`src/rtl/msfix_pkg.sv`:
```
// Shared types, constants and the parity table for the Mode S parity fixer.
package msfix_pkg;

  localparam int LongBits   = 112;
  localparam int StoreDepth = 14;
  localparam logic [6:0] NoPos = 7'd127;

  // Result status codes
  localparam logic [2:0] StatGood    = 3'd0;
  localparam logic [2:0] StatOneFix  = 3'd1;
  localparam logic [2:0] StatTwoFix  = 3'd2;
  localparam logic [2:0] StatUncorr  = 3'd3;
  localparam logic [2:0] StatBadLen  = 3'd4;

  typedef struct packed {
    logic [7:0] data_byte;
    logic       last_byte;
  } msfix_in_t;

  typedef struct packed {
    logic [7:0]  out_byte;
    logic        out_last;
    logic [2:0]  status;
    logic [6:0]  first_error_pos;
    logic [6:0]  second_error_pos;
    logic [23:0] computed_parity;
  } msfix_out_t;

  // Per-cell control, one request per cycle at most
  typedef struct packed {
    logic write;
    logic rotate;
    logic advance;
  } cell_ctl_t;

  localparam logic [23:0] PARITY_TABLE [LongBits] = '{
    24'h3935ea, 24'h1c9af5, 24'hf1b77e, 24'h78dbbf, 24'hc397db, 24'h9e31e9, 24'hb0e2f0,
    24'h587178, 24'h2c38bc, 24'h161c5e, 24'h0b0e2f, 24'hfa7d13, 24'h82c48d, 24'hbe9842,
    24'h5f4c21, 24'hd05c14, 24'h682e0a, 24'h341705, 24'he5f186, 24'h72f8c3, 24'hc68665,
    24'h9cb936, 24'h4e5c9b, 24'hd8d449, 24'h939020, 24'h49c810, 24'h24e408, 24'h127204,
    24'h093902, 24'h049c81, 24'hfdb444, 24'h7eda22, 24'h3f6d11, 24'he04c8c, 24'h702646,
    24'h381323, 24'he3f395, 24'h8e03ce, 24'h4701e7, 24'hdc7af7, 24'h91c77f, 24'hb719bb,
    24'ha476d9, 24'hadc168, 24'h56e0b4, 24'h2b705a, 24'h15b82d, 24'hf52612, 24'h7a9309,
    24'hc2b380, 24'h6159c0, 24'h30ace0, 24'h185670, 24'h0c2b38, 24'h06159c, 24'h030ace,
    24'h018567, 24'hff38b7, 24'h80665f, 24'hbfc92b, 24'ha01e91, 24'haff54c, 24'h57faa6,
    24'h2bfd53, 24'hea04ad, 24'h8af852, 24'h457c29, 24'hdd4410, 24'h6ea208, 24'h375104,
    24'h1ba882, 24'h0dd441, 24'hf91024, 24'h7c8812, 24'h3e4409, 24'he0d800, 24'h706c00,
    24'h383600, 24'h1c1b00, 24'h0e0d80, 24'h0706c0, 24'h038360, 24'h01c1b0, 24'h00e0d8,
    24'h00706c, 24'h003836, 24'h001c1b, 24'hfff409,
    24'h0, 24'h0, 24'h0, 24'h0, 24'h0, 24'h0, 24'h0, 24'h0,
    24'h0, 24'h0, 24'h0, 24'h0, 24'h0, 24'h0, 24'h0, 24'h0,
    24'h0, 24'h0, 24'h0, 24'h0, 24'h0, 24'h0, 24'h0, 24'h0
  };

  // Syndrome change caused by flipping message bit k
  function automatic logic [23:0] flip_effect(logic [6:0] k, logic is_long);
    logic [7:0] nb;
    logic [6:0] idx;
    logic [7:0] sh;
    nb  = is_long ? 8'd112 : 8'd56;
    idx = is_long ? k : k + 7'd56;
    sh  = nb - 8'd1 - {1'b0, k};
    if (({1'b0, k} + 8'd24) < nb) begin
      return PARITY_TABLE[idx];
    end
    return 24'd1 << sh[4:0];
  endfunction

endpackage

```
`src/rtl/mode_s_crc_bit_error_fix.sv`:
```
// Top level: Mode S parity check with single and two-bit correction.
//
//  channel  | direction | handshake           | payload
//  in       | input     | in_valid / in_stall | in_data   (msfix_in_t)
//  out      | output    | out_valid/out_stall | out_data  (msfix_out_t)
//  cfg      | input     | cfg_we              | cfg_data  (fix_level)
//
// A non-final byte is stored in the chain. A final byte of a valid length starts
// the check: the byte chain rotates past the parity table bit by bit over the
// message, then a check step, then, as fix_level allows, a single-bit search and
// a pair search (one pair per cycle), then one result per cycle while out_stall
// is low. Input is stalled from the final byte until the last result is taken.
// Reset sets fix_level to 1.
module mode_s_crc_bit_error_fix
  import msfix_pkg::*;
(
  input  logic       clk,
  input  logic       rst,
  input  logic       in_valid,
  output logic       in_stall,
  input  msfix_in_t  in_data,
  output logic       out_valid,
  input  logic       out_stall,
  output msfix_out_t out_data,
  input  logic       cfg_we,
  input  logic [1:0] cfg_data
);

  typedef enum logic [2:0] {
    S_IDLE, S_PARITY, S_CHECK, S_SINGLE, S_PAIR_J, S_PAIR_I, S_EMIT, S_BAD
  } state_t;

  state_t      state;
  logic [1:0]  fix_level;
  logic [3:0]  count;
  logic        ovf;
  logic        is_long;
  logic [6:0]  k;
  logic [6:0]  j;
  logic [3:0]  e;
  logic [23:0] parity;
  logic [23:0] syndrome;
  logic [23:0] fej;
  logic [2:0]  status;
  logic [6:0]  pos1;
  logic [6:0]  pos2;

  logic [7:0]  q [StoreDepth];
  cell_ctl_t   ctl [StoreDepth];

  logic        in_acc;
  logic        out_acc;
  logic [3:0]  count_next;
  logic        ovf_next;
  logic [6:0]  last_bit;
  logic [3:0]  last_byte_idx;
  logic [23:0] recv;
  logic [23:0] synd_now;
  logic [23:0] fe_k;
  logic [7:0]  m1;
  logic [7:0]  m2;

  assign in_stall  = (state != S_IDLE);
  assign in_acc    = in_valid && !in_stall;
  assign out_valid = (state == S_EMIT) || (state == S_BAD);
  assign out_acc   = out_valid && !out_stall;

  assign count_next    = (count < 4'(StoreDepth)) ? count + 4'd1 : count;
  assign ovf_next      = ovf || (count == 4'(StoreDepth));
  assign last_bit      = is_long ? 7'd111 : 7'd55;
  assign last_byte_idx = is_long ? 4'd13 : 4'd6;
  assign recv          = is_long ? {q[11], q[12], q[13]} : {q[4], q[5], q[6]};
  assign synd_now      = parity ^ recv;
  assign fe_k          = flip_effect(k, is_long);

  // Byte chain of cells
  for (genvar c = 0; c < StoreDepth; c++) begin : g_cell
    logic       nb;
    logic [7:0] nbyte;
    if (c == StoreDepth - 1) begin : g_end
      assign nb    = q[0][7];
      assign nbyte = q[c];
    end else if (c == 6) begin : g_mid
      assign nb    = is_long ? q[c+1][7] : q[0][7];
      assign nbyte = q[c+1];
    end else begin : g_body
      assign nb    = q[c+1][7];
      assign nbyte = q[c+1];
    end
    assign ctl[c].write   = in_acc && (count == 4'(c));
    assign ctl[c].rotate  = (state == S_PARITY);
    assign ctl[c].advance = (state == S_EMIT) && out_acc;
    msfix_cell u_cell (
      .clk       (clk),
      .ctl       (ctl[c]),
      .load_byte (in_data.data_byte),
      .next_bit  (nb),
      .next_byte (nbyte),
      .q         (q[c])
    );
  end

  // Correction masks for the byte at the head of the chain
  assign m1 = (pos1[6:3] == e) ? (8'h80 >> pos1[2:0]) : 8'h00;
  assign m2 = (pos2[6:3] == e) ? (8'h80 >> pos2[2:0]) : 8'h00;

  always_comb begin
    if (state == S_BAD) begin
      out_data.out_byte         = 8'd0;
      out_data.out_last         = 1'b1;
      out_data.status           = StatBadLen;
      out_data.first_error_pos  = NoPos;
      out_data.second_error_pos = NoPos;
      out_data.computed_parity  = 24'd0;
    end else begin
      out_data.out_byte         = q[0] ^ m1 ^ m2;
      out_data.out_last         = (e == last_byte_idx);
      out_data.status           = status;
      out_data.first_error_pos  = pos1;
      out_data.second_error_pos = pos2;
      out_data.computed_parity  = parity;
    end
  end

  // Configuration register
  always_ff @(posedge clk) begin
    if (rst) begin
      fix_level <= 2'd1;
    end else if (cfg_we) begin
      fix_level <= cfg_data;
    end
  end

  // Sequencer: collect, parity scan, searches, emit, or a bad-length result
  always_ff @(posedge clk) begin
    if (rst) begin
      state <= S_IDLE;
      count <= 4'd0;
      ovf   <= 1'b0;
    end else begin
      case (state)
        S_IDLE: begin
          if (in_acc) begin
            count <= count_next;
            ovf   <= ovf_next;
            if (in_data.last_byte) begin
              if (ovf_next || (count_next != 4'd7 && count_next != 4'd14)) begin
                state <= S_BAD;
              end else begin
                state   <= S_PARITY;
                is_long <= (count_next == 4'd14);
                k       <= 7'd0;
                parity  <= 24'd0;
              end
            end
          end
        end
        S_PARITY: begin
          if (q[0][7] && (({1'b0, k} + 8'd24) < ({1'b0, last_bit} + 8'd1))) begin
            parity <= parity ^ fe_k;
          end
          if (k == last_bit) begin
            state <= S_CHECK;
          end else begin
            k <= k + 7'd1;
          end
        end
        S_CHECK: begin
          syndrome <= synd_now;
          pos1     <= NoPos;
          pos2     <= NoPos;
          e        <= 4'd0;
          k        <= 7'd0;
          j        <= 7'd0;
          if (synd_now == 24'd0) begin
            status <= StatGood;
            state  <= S_EMIT;
          end else if (fix_level != 2'd0) begin
            status <= StatUncorr;
            state  <= S_SINGLE;
          end else begin
            status <= StatUncorr;
            state  <= S_EMIT;
          end
        end
        S_SINGLE: begin
          if (fe_k == syndrome) begin
            status <= StatOneFix;
            pos1   <= k;
            state  <= S_EMIT;
          end else if (k == last_bit) begin
            state <= fix_level[1] ? S_PAIR_J : S_EMIT;
          end else begin
            k <= k + 7'd1;
          end
        end
        S_PAIR_J: begin
          fej   <= flip_effect(j, is_long);
          k     <= j + 7'd1;
          state <= S_PAIR_I;
        end
        S_PAIR_I: begin
          if ((fej ^ fe_k) == syndrome) begin
            status <= StatTwoFix;
            pos1   <= j;
            pos2   <= k;
            state  <= S_EMIT;
          end else if (k == last_bit) begin
            if (j == last_bit - 7'd1) begin
              state <= S_EMIT;
            end else begin
              j     <= j + 7'd1;
              state <= S_PAIR_J;
            end
          end else begin
            k <= k + 7'd1;
          end
        end
        S_EMIT: begin
          if (out_acc) begin
            if (e == last_byte_idx) begin
              state <= S_IDLE;
              count <= 4'd0;
              ovf   <= 1'b0;
            end else begin
              e <= e + 4'd1;
            end
          end
        end
        S_BAD: begin
          if (out_acc) begin
            state <= S_IDLE;
            count <= 4'd0;
            ovf   <= 1'b0;
          end
        end
        default: state <= S_IDLE;
      endcase
    end
  end

endmodule

```
`src/rtl/msfix_cell.sv`:
```
// One byte cell of the message chain: load, bit rotate, or byte advance.
module msfix_cell
  import msfix_pkg::*;
(
  input  logic       clk,
  input  cell_ctl_t  ctl,
  input  logic [7:0] load_byte,
  input  logic       next_bit,
  input  logic [7:0] next_byte,
  output logic [7:0] q
);

  // Hold unless told to load, rotate a bit in from the neighbor, or take its byte
  always_ff @(posedge clk) begin
    if (ctl.write) begin
      q <= load_byte;
    end else if (ctl.rotate) begin
      q <= {q[6:0], next_bit};
    end else if (ctl.advance) begin
      q <= next_byte;
    end
  end

endmodule

```
`config.mk`:
```
export PLATFORM = sky130hd
export DESIGN_NAME = mode_s_crc_bit_error_fix
export DESIGN_NICKNAME = d
export VERILOG_FILES = /design/src/rtl/msfix_pkg.sv /design/src/rtl/mode_s_crc_bit_error_fix.sv /design/src/rtl/msfix_cell.sv
export SDC_FILE = /design/constraint.sdc
export NUM_CORES = 1
export LEC_CHECK = 0
export ABC_AREA = 1
export ABC_CLOCK_PERIOD_IN_PS = 4900
export BUFFER_PORTS_ARGS = -buffer_cell sky130_fd_sc_hd__clkbuf_2
export CAP_MARGIN = 15
export CORE_MARGIN = 4
export CORE_UTILIZATION = 45
export DETAILED_ROUTE_END_ITERATION = 10
export SLEW_MARGIN = 10
export SYNTH_ARGS = -nofsm -noshare
export SYNTH_HDL_FRONTEND = slang
export SYNTH_SLANG_ARGS = --single-unit
```
`constraint.sdc`:
```
create_clock -name clk -period 4.9 [get_ports clk]
set_input_delay 0.49 -clock clk [delete_from_list [all_inputs] [get_ports clk]]
set_output_delay 0.49 -clock clk [all_outputs]
set_load 0.05 [all_outputs]
```
* Word-level counts from Yosys, hierarchy flattened *
Memory sizes are Yosys's and may differ from the RTL's.
Index checks and enable logic that the tools add are counted.

word-level totals
  word-level logic and storage cells = 288
  input bits = 16
  memory bits (read-only) = 6,144
  memories kept = 2
  output and inout port bits = 52
  register bits after elaboration = 230

memory list
  name             depth  width  read ports  clocked after Yosys merged registers in  write ports  RTL line         source
  (no name shown)  128    24     1           0                                        0            msfix_pkg.sv:64  return PARITY_TABLE[idx];
  (no name shown)  128    24     1           0                                        0            msfix_pkg.sv:64

cells by class
  shift operators = 4
  multiplexer cells = 118
  add/subtract/negate cells = 13
  bitwise operators = 9
  eq/ne operators = 48
  reductions and logical operators = 60
  order comparisons = 6

operators with widths
  cell                    count
  $mux W8                 43
  $mux W24                13
  $mux W7                 16
  $xor A24 B24 Y24        3
  $mux W50                1
  $eq A24 B24 Y1          2
  $pmux W24 S2            1
  $reduce_bool A3 Y1      16
  $shl A1 B5 Y24 const A  2
  $mux W3                 15
  $pmux W7 S6             1
  $eq A4 B4 Y1 const B    8
  $mux W4                 8
  $pmux W7 S2             2
  $logic_not A24 Y1       1
  $ne A2 B2 Y1 const B    12
  $pmux W3 S8             1
  $pmux W7 S3             1
  $logic_and A1 B1 Y1     19
  $add A7 B5 Y8 const B   2
  $eq A4 B3 Y1 const B    4
  $ge A8 B8 Y1 const B    2
  $lt A8 B7 Y1            2
  $not A7 Y8              2
  42 further kinds        81

* Depth between registers and ports, before layout *
Gate-level depths: netlist (run 1).

  depth in word-level cells = 12
  mapped depth = 30
  depth with buffers taken out = 28

* Cells and area by module *
From an unflattened synthesis (run 1), not the netlist that was laid out.

second synthesis, totals
  cells, all modules = 3,399
  area, all modules = 21,759.6 µm²

modules (own cells, without submodules)
  module                    cells each  seq. area each (µm²)  instances  area an instance (µm²)
  mode_s_crc_bit_error_fix  2,419       3,413.3               1          14,612.8
  msfix_cell                70          240.2                 14         510.5

* Worst setup path before layout (run 1) *
No wires, ideal clock.

  path kind = register to register
  start = reg is_long
  end = reg parity[0] (enable)
  library setup time = 0.435 ns
  clock period less this slack = 3.711 ns
  stages on the path, launching flop included = 11
  arrival = 3.276 ns
  slack = 1.189 ns
  data required time = 4.465 ns
  cells stage by stage = edfxtp_1 -> buf_4 -> inv_2 -> buf_6 -> ha_1 -> buf_2 -> a21oi_2 -> nand2_1 -> nand4_1 -> a41oi_1 -> nor3_1

on the way
  word-level cells in the longest chain between the ends = 6

ends and longest elaborated chain
  item                                RTL line                         source
  start: declaration                  mode_s_crc_bit_error_fix.sv:37   logic is_long;
  start signal: assignment            mode_s_crc_bit_error_fix.sv:151  is_long <= (count_next == 4'd14);
  $mux W7                             mode_s_crc_bit_error_fix.sv:70   assign last_bit = is_long ? 7'd111 : 7'd55;
  $add A7 B1 Y8                       mode_s_crc_bit_error_fix.sv:159  if (q[0][7] && (({1'b0, k} + 8'd24) < ({1'b0, last_bit} + 8'd1))) begin
  $lt A8 B8 Y1                        mode_s_crc_bit_error_fix.sv:159
  $logic_and A1 B1 Y1                 mode_s_crc_bit_error_fix.sv:159
  $ne A2 B1 Y1 (no source line)       --
  $reduce_and A6 Y1 (no source line)  --
  end signal: assignment              mode_s_crc_bit_error_fix.sv:160  parity <= parity ^ fe_k;
  end: declaration                    mode_s_crc_bit_error_fix.sv:41   logic [23:0] parity;

Every way passes these cells.
A chain may end at the register's enable or synchronous reset.

* Final worst setup path (run 1) *
  start = reg k[3]
  end = reg pos1[5] (enable)

on the way
  word-level cells in the longest chain between the ends = 12

ends and longest elaborated chain
  item                                          RTL line                         source
  start: declaration                            mode_s_crc_bit_error_fix.sv:38   logic [6:0] k;
  start signal: assignment                      mode_s_crc_bit_error_fix.sv:165  k <= k + 7'd1;
  start signal: assignment                      mode_s_crc_bit_error_fix.sv:194  k <= k + 7'd1;
  start signal: assignment                      mode_s_crc_bit_error_fix.sv:199  k <= j + 7'd1;
  $add A7 B6 Y7                                 msfix_pkg.sv:61                  idx = is_long ? k : k + 7'd56;
  $mux W7                                       msfix_pkg.sv:61
  $not A7 Y8 (implied by the code)              msfix_pkg.sv:64
  $mem_v2 Z128 W24                              --
  $mux W24 (implied by the code) (2 in series)  msfix_pkg.sv:64
  $mux W24                                      msfix_pkg.sv:63                  if (({1'b0, k} + 8'd24) < nb) begin
  $mux W24 *                                    msfix_pkg.sv:66                  return 24'd1 << sh[4:0];
  $xor A24 B24 Y24                              mode_s_crc_bit_error_fix.sv:203  if ((fej ^ fe_k) == syndrome) begin
  $eq A24 B24 Y1                                mode_s_crc_bit_error_fix.sv:203
  $ne A2 B2 Y1 (no source line)                 --
  $reduce_and A4 Y1 (no source line) *          --
  end signal: assignment                        mode_s_crc_bit_error_fix.sv:170  pos1 <= NoPos;
  end signal: assignment                        mode_s_crc_bit_error_fix.sv:189  pos1 <= k;
  end signal: assignment                        mode_s_crc_bit_error_fix.sv:205  pos1 <= j;
  end: declaration                              mode_s_crc_bit_error_fix.sv:45   logic [6:0] pos1;

Every way passes the cells marked *; elsewhere a longest branch is shown, timed or not. The select of a mux whose other input is x is not followed.

==> results.tsv, run 1 <==
metric	value	unit
Synthesis Warnings	0	
worst slack at placement	0.2779	ns
largest fanout of any net on the critical path	64	
highest clock frequency the design can meet	0.2250	GHz
post-synthesis cell count	2934	
input/output buffers	67	
count of distinct cell types in the synthesized netlist	54	
max-slew violation count	0	
Overall Global Routing Usage	34.18	%
CTS tree	built	
non-filler cells, final	3524	
pin slew with the least headroom to its limit	1.091	ns
setup repair after global routing missed its margin	no	
row count	76	
Chip Height	218.0	µm
mean instance size in the synthesized netlist	6.763	µm²
CTS Root Buffer Type	sky130_fd_sc_hd__clkbuf_16	
H-Tree Level Count	1	
Clock Skews	0.01090	ns
Ports	68	
antenna violations before repair	0	
Layout Utilization	49.56	%
detailed-route wire length per cell	23.95	µm
buffer depth of the longest clock path	3	
clock latency reported for the late side of the worst-skew pair	0.54	ns
largest cells by area after synthesis	sky130_fd_sc_hd__edfxtp_1, sky130_fd_sc_hd__nand2_1, sky130_fd_sc_hd__nand3_1	
effective utilization at floorplan	45.76	%
maximum number of pins on one net before global-route repair	84	
PwrDens	633.0	mW/mm²
post-layout worst setup margin	0.4547	ns
Yosys reg bits	229	
status	complete, no violations	
wire length reported by the detailed router	84400	µm
number of gates given a new drive strength after cts	0	
area grow syn2layout	8.311	%
Setup crit end kind	register	
most instantiated flip-flop cell in the synthesis netlist	sky130_fd_sc_hd__edfxtp_1	
Remaining DRCs	0	
vias in the first global route	20170	
first-iteration detailed-routing DRC count	3271	
worst hold slack after final layout	0.2283	ns
number of endpoints failing setup at the final stage	0	
Hold Crit Class	input pin to register	
share of post-route cells with drive strength above 1	7.247	%
count of antenna diodes in the layout	0	
static leakage	9.579	nW
final-stage net count	2996	
synthesized cell area	0.01984	mm²
number of vias in the routed layout	22000	
post-route ant nets	0	
global-route wire length before repair	125900	µm
via/cell ratio	6.241	
required time at the endpoint of the critical path	5.14	ns
most common cell after layout, fill and taps aside	sky130_fd_sc_hd__nand2_1	
total of hold buffers inserted after clock tree synthesis	0	
sink count of the clock tree	229	
Final Hold Violating Endpoints	0	
kind of start point of the critical path	register	
post-CTS clock slew at the launch and capture registers of the worst setup and hold paths	0.06	ns
Arrival @ worst endpoint	4.69	ns
die width	218.0	µm
setup_tns	0	ns
gr ovfl total	0	
nets in the synthesized netlist	3009	
die area	0.04752	mm²
estimated wirelength of the detail-placed design	63250	µm
number of enable flip-flop cells after synthesis	219	
count of fill cells added during filler insertion	4415	
placeable core area	0.04336	mm²
MaxCap Viol Count	0	
largest voltage drop on the vdd net	0.3533	mV
sequential share of the synthesized area	34.15	%
number of placed instances, taps included	3478	
library cell occupying the most area in the post-synthesis netlist	sky130_fd_sc_hd__edfxtp_1	
fin crit share	90.72	%
share of the synthesized area in the top cell type	33.14	%
total CTS buffers	24	
proportion of register bits with asynchronous set or reset after synthesis	0	%
Period minus WS final	4.445	ns
TritonRoute pass-1 iters	6	
weighted congestion reported at the end of routability-driven placement	1.032	
Slew headroom	27.25	%
crit path kind	register to register	
commonest cells after routing, fill and taps aside	sky130_fd_sc_hd__nand2_1, sky130_fd_sc_hd__nand3_1, sky130_fd_sc_hd__inv_1	
layer usage:
metal / track usage [%] / wire [µm]
met5: 0 / 0
met4: 12.20 / 3660
met3: 7.440 / 10140
met2: 50.60 / 35640
met1: 49.25 / 34970
metrics by stage:
stage	area, µm²	power [mW]
final	21490	13.60
after global routing	21490	14.42
after CTS	21470	13.35
after detailed placement	20650	11.38
after global placement	20650	11.39
after floorplan	19840	8.869
worst max-delay path, stage by stage, from the launching register on:
cell and delay [ns]:
sky130_fd_sc_hd__edfxtp_1 0.49, sky130_fd_sc_hd__inv_1 0.19, sky130_fd_sc_hd__ha_1 0.41, sky130_fd_sc_hd__nand2_2 0.11, sky130_fd_sc_hd__nand2_4 0.58, sky130_fd_sc_hd__nor2_1 0.15
sky130_fd_sc_hd__nor2_1 0.24, sky130_fd_sc_hd__nand3_1 0.10, sky130_fd_sc_hd__nand2_1 0.07, sky130_fd_sc_hd__inv_1 0.05, sky130_fd_sc_hd__nand2_1 0.09, sky130_fd_sc_hd__nand2_1 0.14
sky130_fd_sc_hd__nand2_1 0.11, sky130_fd_sc_hd__nand3_1 0.07, sky130_fd_sc_hd__nand2_1 0.07, sky130_fd_sc_hd__nand2_1 0.05, sky130_fd_sc_hd__nor2_1 0.21, sky130_fd_sc_hd__nand2_1 0.13
sky130_fd_sc_hd__nor2_1 0.26, sky130_fd_sc_hd__nand2_1 0.13, sky130_fd_sc_hd__nand2_1 0.08, sky130_fd_sc_hd__nand2_1 0.08, sky130_fd_sc_hd__nor2_1 0.12, sky130_fd_sc_hd__buf_4 0.19
layout make-up:
type	count	area, µm²	share of cell area [%]
clock buffer	34	669.4	3.115
clock inverter	10	150.1	0.6986
inverter	301	1130	5.257
multi-input combinational	2245	11240	52.31
sequential	229	6777	31.53
tap	585	732.0	3.406
timing repair buffer	120	790.8	3.679
report_power, final:
group	switching [mW]	internal [mW]
Sequential	0.513	3.08
Combinational	5.88	2.18
Clock	0.789	1.16
cell usage after synthesis (14+ instances only):
master and number:
sky130_fd_sc_hd__clkbuf_1 94, sky130_fd_sc_hd__nand2_2 15, sky130_fd_sc_hd__nor3_1 14, sky130_fd_sc_hd__nand3_1 381, sky130_fd_sc_hd__edfxtp_1 219, sky130_fd_sc_hd__nand2_1 832, sky130_fd_sc_hd__nand4_1 38, sky130_fd_sc_hd__inv_1 286
sky130_fd_sc_hd__o21ai_0 198, sky130_fd_sc_hd__buf_2 32, sky130_fd_sc_hd__a21oi_1 110, sky130_fd_sc_hd__buf_1 14, sky130_fd_sc_hd__o211ai_1 73, sky130_fd_sc_hd__nor2_1 265, sky130_fd_sc_hd__xor2_1 59, sky130_fd_sc_hd__or2_2 14
sky130_fd_sc_hd__ha_1 58, sky130_fd_sc_hd__a31oi_1 76
cell families (layout without fill, tap and decap cells):
| group | Yosys count | after routing | synth area share, % |
|---|---|---|---|
| simple gates | 1579 | 1579 | 33.62 |
| compound gates | 544 | 544 | 16.27 |
| buf+inv | 460 | 465 | 9.414 |
| flops | 229 | 229 | 34.15 |
| xor+xnor | 63 | 63 | 2.781 |
| fa+ha+maj | 59 | 59 | 3.758 |
registers in the layout, indices dropped and copies added, names as in the netlist, 7 cells and up:
signal and count:
pos1 7, k 7, j 7, g_cell.u_cell.q 112, pos2 7, syndrome 24
parity 24, fej 24
final timing paths:
path,depth (start not counted),slack [ns],from,endpoint
worst min-delay path,3,0.23,cfg_data[0],fix_level[0]$_SDFFE_PP1P_
worst min register to register,2,0.47,fix_level[0]$_SDFFE_PP1P_,fix_level[0]$_SDFFE_PP1P_
worst max-delay path,23,0.45,k[3]$_DFFE_PP_,pos1[5]$_DFFE_PP_
worst max register to register,23,0.45,k[3]$_DFFE_PP_,pos1[5]$_DFFE_PP_
what timing repair did:
item	CTS	global route
endpoints found under the setup margin	0	9
buffers inserted	0	1
endpoints found under the hold margin	0	0
Note: power is estimated with default switching activity, not from simulation.
==> run 2, diff against run 1 <==
--- a/config.mk
+++ b/config.mk
@@ -12,6 +12,7 @@
 export CORE_MARGIN = 4
 export CORE_UTILIZATION = 45
 export DETAILED_ROUTE_END_ITERATION = 10
+export SKIP_LAST_GASP = 1
 export SLEW_MARGIN = 10
 export SYNTH_ARGS = -nofsm -noshare
 export SYNTH_HDL_FRONTEND = slang
==> constraint.sdc (replaced) <==
create_clock -name clk -period 4.9 [get_ports clk]
set_input_delay 0.98 -clock clk [delete_from_list [all_inputs] [get_ports clk]]
set_output_delay 0.98 -clock clk [all_outputs]
set_load 0.05 [all_outputs]
==> results.tsv, run 2 (synthesis results as in run 1) <==
metric	value	unit
worst path cell trace	inv_2, ha_1, inv_1, nand2_1, nand3_1, nand3_1, nand3_1, nand2_1, inv_1, nand2_1, nand2_1, nand2_1, nand3_1, nand2_1, nand2_1, nor2_1, nand2_1, nor2_1, nand2_1, nand2_1, nand2_1, nor2_1, buf_4	
number of gates given a new drive strength after cts	0	
setup repair after global routing missed its margin	no	
crit path kind	register to register	
max-slew violation count	0	
hold path startpoint	fix_level[0]$_SDFFE_PP1P_	
post-route ant nets	0	
CTS Root Buffer Type	sky130_fd_sc_hd__clkbuf_16	
relative contribution of sequential cells to total power	26.6	%
post-CTS clock slew at the launch and capture registers of the worst setup and hold paths	0.06	ns
H-Tree Level Count	1	
estimated wirelength of the detail-placed design	63980	µm
input/output buffers	67	
PwrDens	632.7	mW/mm²
endpoint of the worst hold path	fix_level[0]$_SDFFE_PP1P_	
wire length reported by the detailed router	86020	µm
Arrival @ worst endpoint	4.61	ns
first-iteration detailed-routing DRC count	3801	
share of post-route cells with drive strength above 1	7.218	%
most common cell after layout, fill and taps aside	sky130_fd_sc_hd__nand2_1	
Remaining DRCs	0	
Post CTS Setup Buffer Count	0	
number of endpoints failing setup at the final stage	0	
TritonRoute pass-1 iters	7	
commonest cells after routing, fill and taps aside	sky130_fd_sc_hd__nand2_1, sky130_fd_sc_hd__nand3_1, sky130_fd_sc_hd__inv_1	
static leakage	9.548	nW
Period minus WS final	4.373	ns
effective utilization at floorplan	45.76	%
fin crit share	89.25	%
total of hold buffers inserted after clock tree synthesis	0	
Slew headroom	24.99	%
die area	0.04752	mm²
final-stage net count	2996	
startpoint of the worst register-to-register path	k[1]$_DFFE_PP_	
endpoint of the worst-slack reg-to-reg timing path	pos1[0]$_DFFE_PP_	
largest voltage drop on the vdd net	0.3612	mV
Ports	68	
vias in the first global route	20160	
weighted congestion reported at the end of routability-driven placement	1.068	
Most Frequent Cell on Critical Path	sky130_fd_sc_hd__nand2_1	
pin slew with the least headroom to its limit	1.125	ns
setup slack of the worst register-to-register path	0.53	ns
clock latency reported for the late side of the worst-skew pair	0.53	ns
kind of start point of the critical path	register	
length in cells of the worst reg-to-reg path	23	
total CTS buffers	24	
status	complete, no violations	
number of vias in the routed layout	22230	
required time at the endpoint of the critical path	5.14	ns
maximum number of pins on one net before global-route repair	94	
setup_tns	0	ns
Final Hold Violating Endpoints	0	
worst hold slack after final layout	0.4641	ns
Hold Crit Class	register to register	
placeable core area	0.04336	mm²
sink count of the clock tree	229	
switching portion of total power	53.40	%
highest clock frequency the design can meet	0.2287	GHz
MaxCap Viol Count	0	
row count	76	
internal power of the cells	6.315	mW
non-filler cells, final	3522	
CTS tree	built	
Chip Height	218.0	µm
max FFs per register	112	
gr ovfl total	0	
P_sw	7.237	mW
largest fanout of any net on the critical path	14	
count of antenna diodes in the layout	0	
Setup crit end kind	register	
proportion of power drawn by combinational gates	59.9	%
Largest Register	g_cell.u_cell.q	
global-route wire length before repair	127500	µm
delay of the slowest cell on the worst path	0.58	ns
number of placed instances, taps included	3480	
Overall Global Routing Usage	34.87	%
Crit-path slowest cell	sky130_fd_sc_hd__edfxtp_1	
portion of total power attributed to the clock network	13.5	%
die width	218.0	µm
antenna violations before repair	1	
instance count along the most critical hold path	2	
buffer depth of the longest clock path	3	
area grow syn2layout	7.945	%
detailed-route wire length per cell	24.42	µm
Clock Skews	0.01071	ns
via/cell ratio	6.311	
run 2: cell count changes in the layout (fill, tap and decap cells not counted):
cell	previous run	this run
sky130_fd_sc_hd__clkbuf_1	8	9
sky130_fd_sc_hd__clkinv_1	5	3
sky130_fd_sc_hd__nor2_4	2	3
sky130_fd_sc_hd__clkinv_4	0	1
sky130_fd_sc_hd__buf_8	1	0
sky130_fd_sc_hd__buf_12	4	3
sky130_fd_sc_hd__buf_4	48	50
sky130_fd_sc_hd__clkinv_2	3	4
sky130_fd_sc_hd__clkinvlp_4	1	0
sky130_fd_sc_hd__bufinv_16	4	2
sky130_fd_sc_hd__nor2_2	2	1
run 2: area by class of cell:
cell class	count	area, µm²
Multi-Input combinational cell	2245	11250
Sequential cell	229	6777
Timing Repair Buffer	120	770.7
Clock inverter	7	88.84
Inverter	301	1130
Tap cell	585	732.0
Fill cell	4443	21940
Clock buffer	35	673.1
run 2: worst max-delay path by stage:
stage	start	slack, ns	end	cells past startpoint
3_5_place_dp	k[1]$_DFFE_PP_	0.71	pos1[1]$_DFFE_PP_	23
6_report	k[1]$_DFFE_PP_	0.53	pos1[0]$_DFFE_PP_	23
5_1_grt	k[1]$_DFFE_PP_	0.17	pos1[6]$_DFFE_PP_	23
3_3_place_gp	k[1]$_DFFE_PP_	0.75	pos1[0]$_DFFE_PP_	23
4_1_cts	k[1]$_DFFE_PP_	0.70	pos1[1]$_DFFE_PP_	23
2_1_floorplan	is_long$_DFFE_PP_	1.19	parity[0]$_SDFFCE_PN0P_	10
run 2: critical path, delay by kind of cell, from the launching register on:
family                     cells  cell delay (ns)
and+or+nand+nor               18             2.31
buffers and inverters          4             0.64
adders and majority gates      1             0.52
DFF                            1             0.58
run 2: stage by stage:
stage / total power, mW / cell area [µm²] / utilization, % / setup WS, ns
finish: 13.55 / 21420 / 49.40 / 0.5266
global route: 14.35 / 21420 / 49.40 / 0.1741
CTS: 13.26 / 21410 / 49.39 / 0.6960
detailed placement: 11.41 / 20650 / 47.63 / 0.7059
global placement: 11.40 / 20650 / 47.63 / 0.7457
floorplan: 8.869 / 19840 / - / 1.189
run 2: power groups by stage:
stage	combinational, mW	clock [mW]	sequential (mW)
3_3_place_gp	7.80	0	3.60
2_1_floorplan	5.51	0	3.36
3_5_place_dp	7.80	0	3.61
4_1_cts	7.84	1.84	3.58
5_1_grt	8.78	1.93	3.65
6_report	8.12	1.82	3.61
run 2: layer usage:
metal	global-route usage, %	vias to the layer above	part of all wire, %
met2	50.67	1628	41
met3	7.315	286	13
met5	0	-	0
met4	13.25	0	4.9
li1	-	9936	-
met1	50.92	10380	41
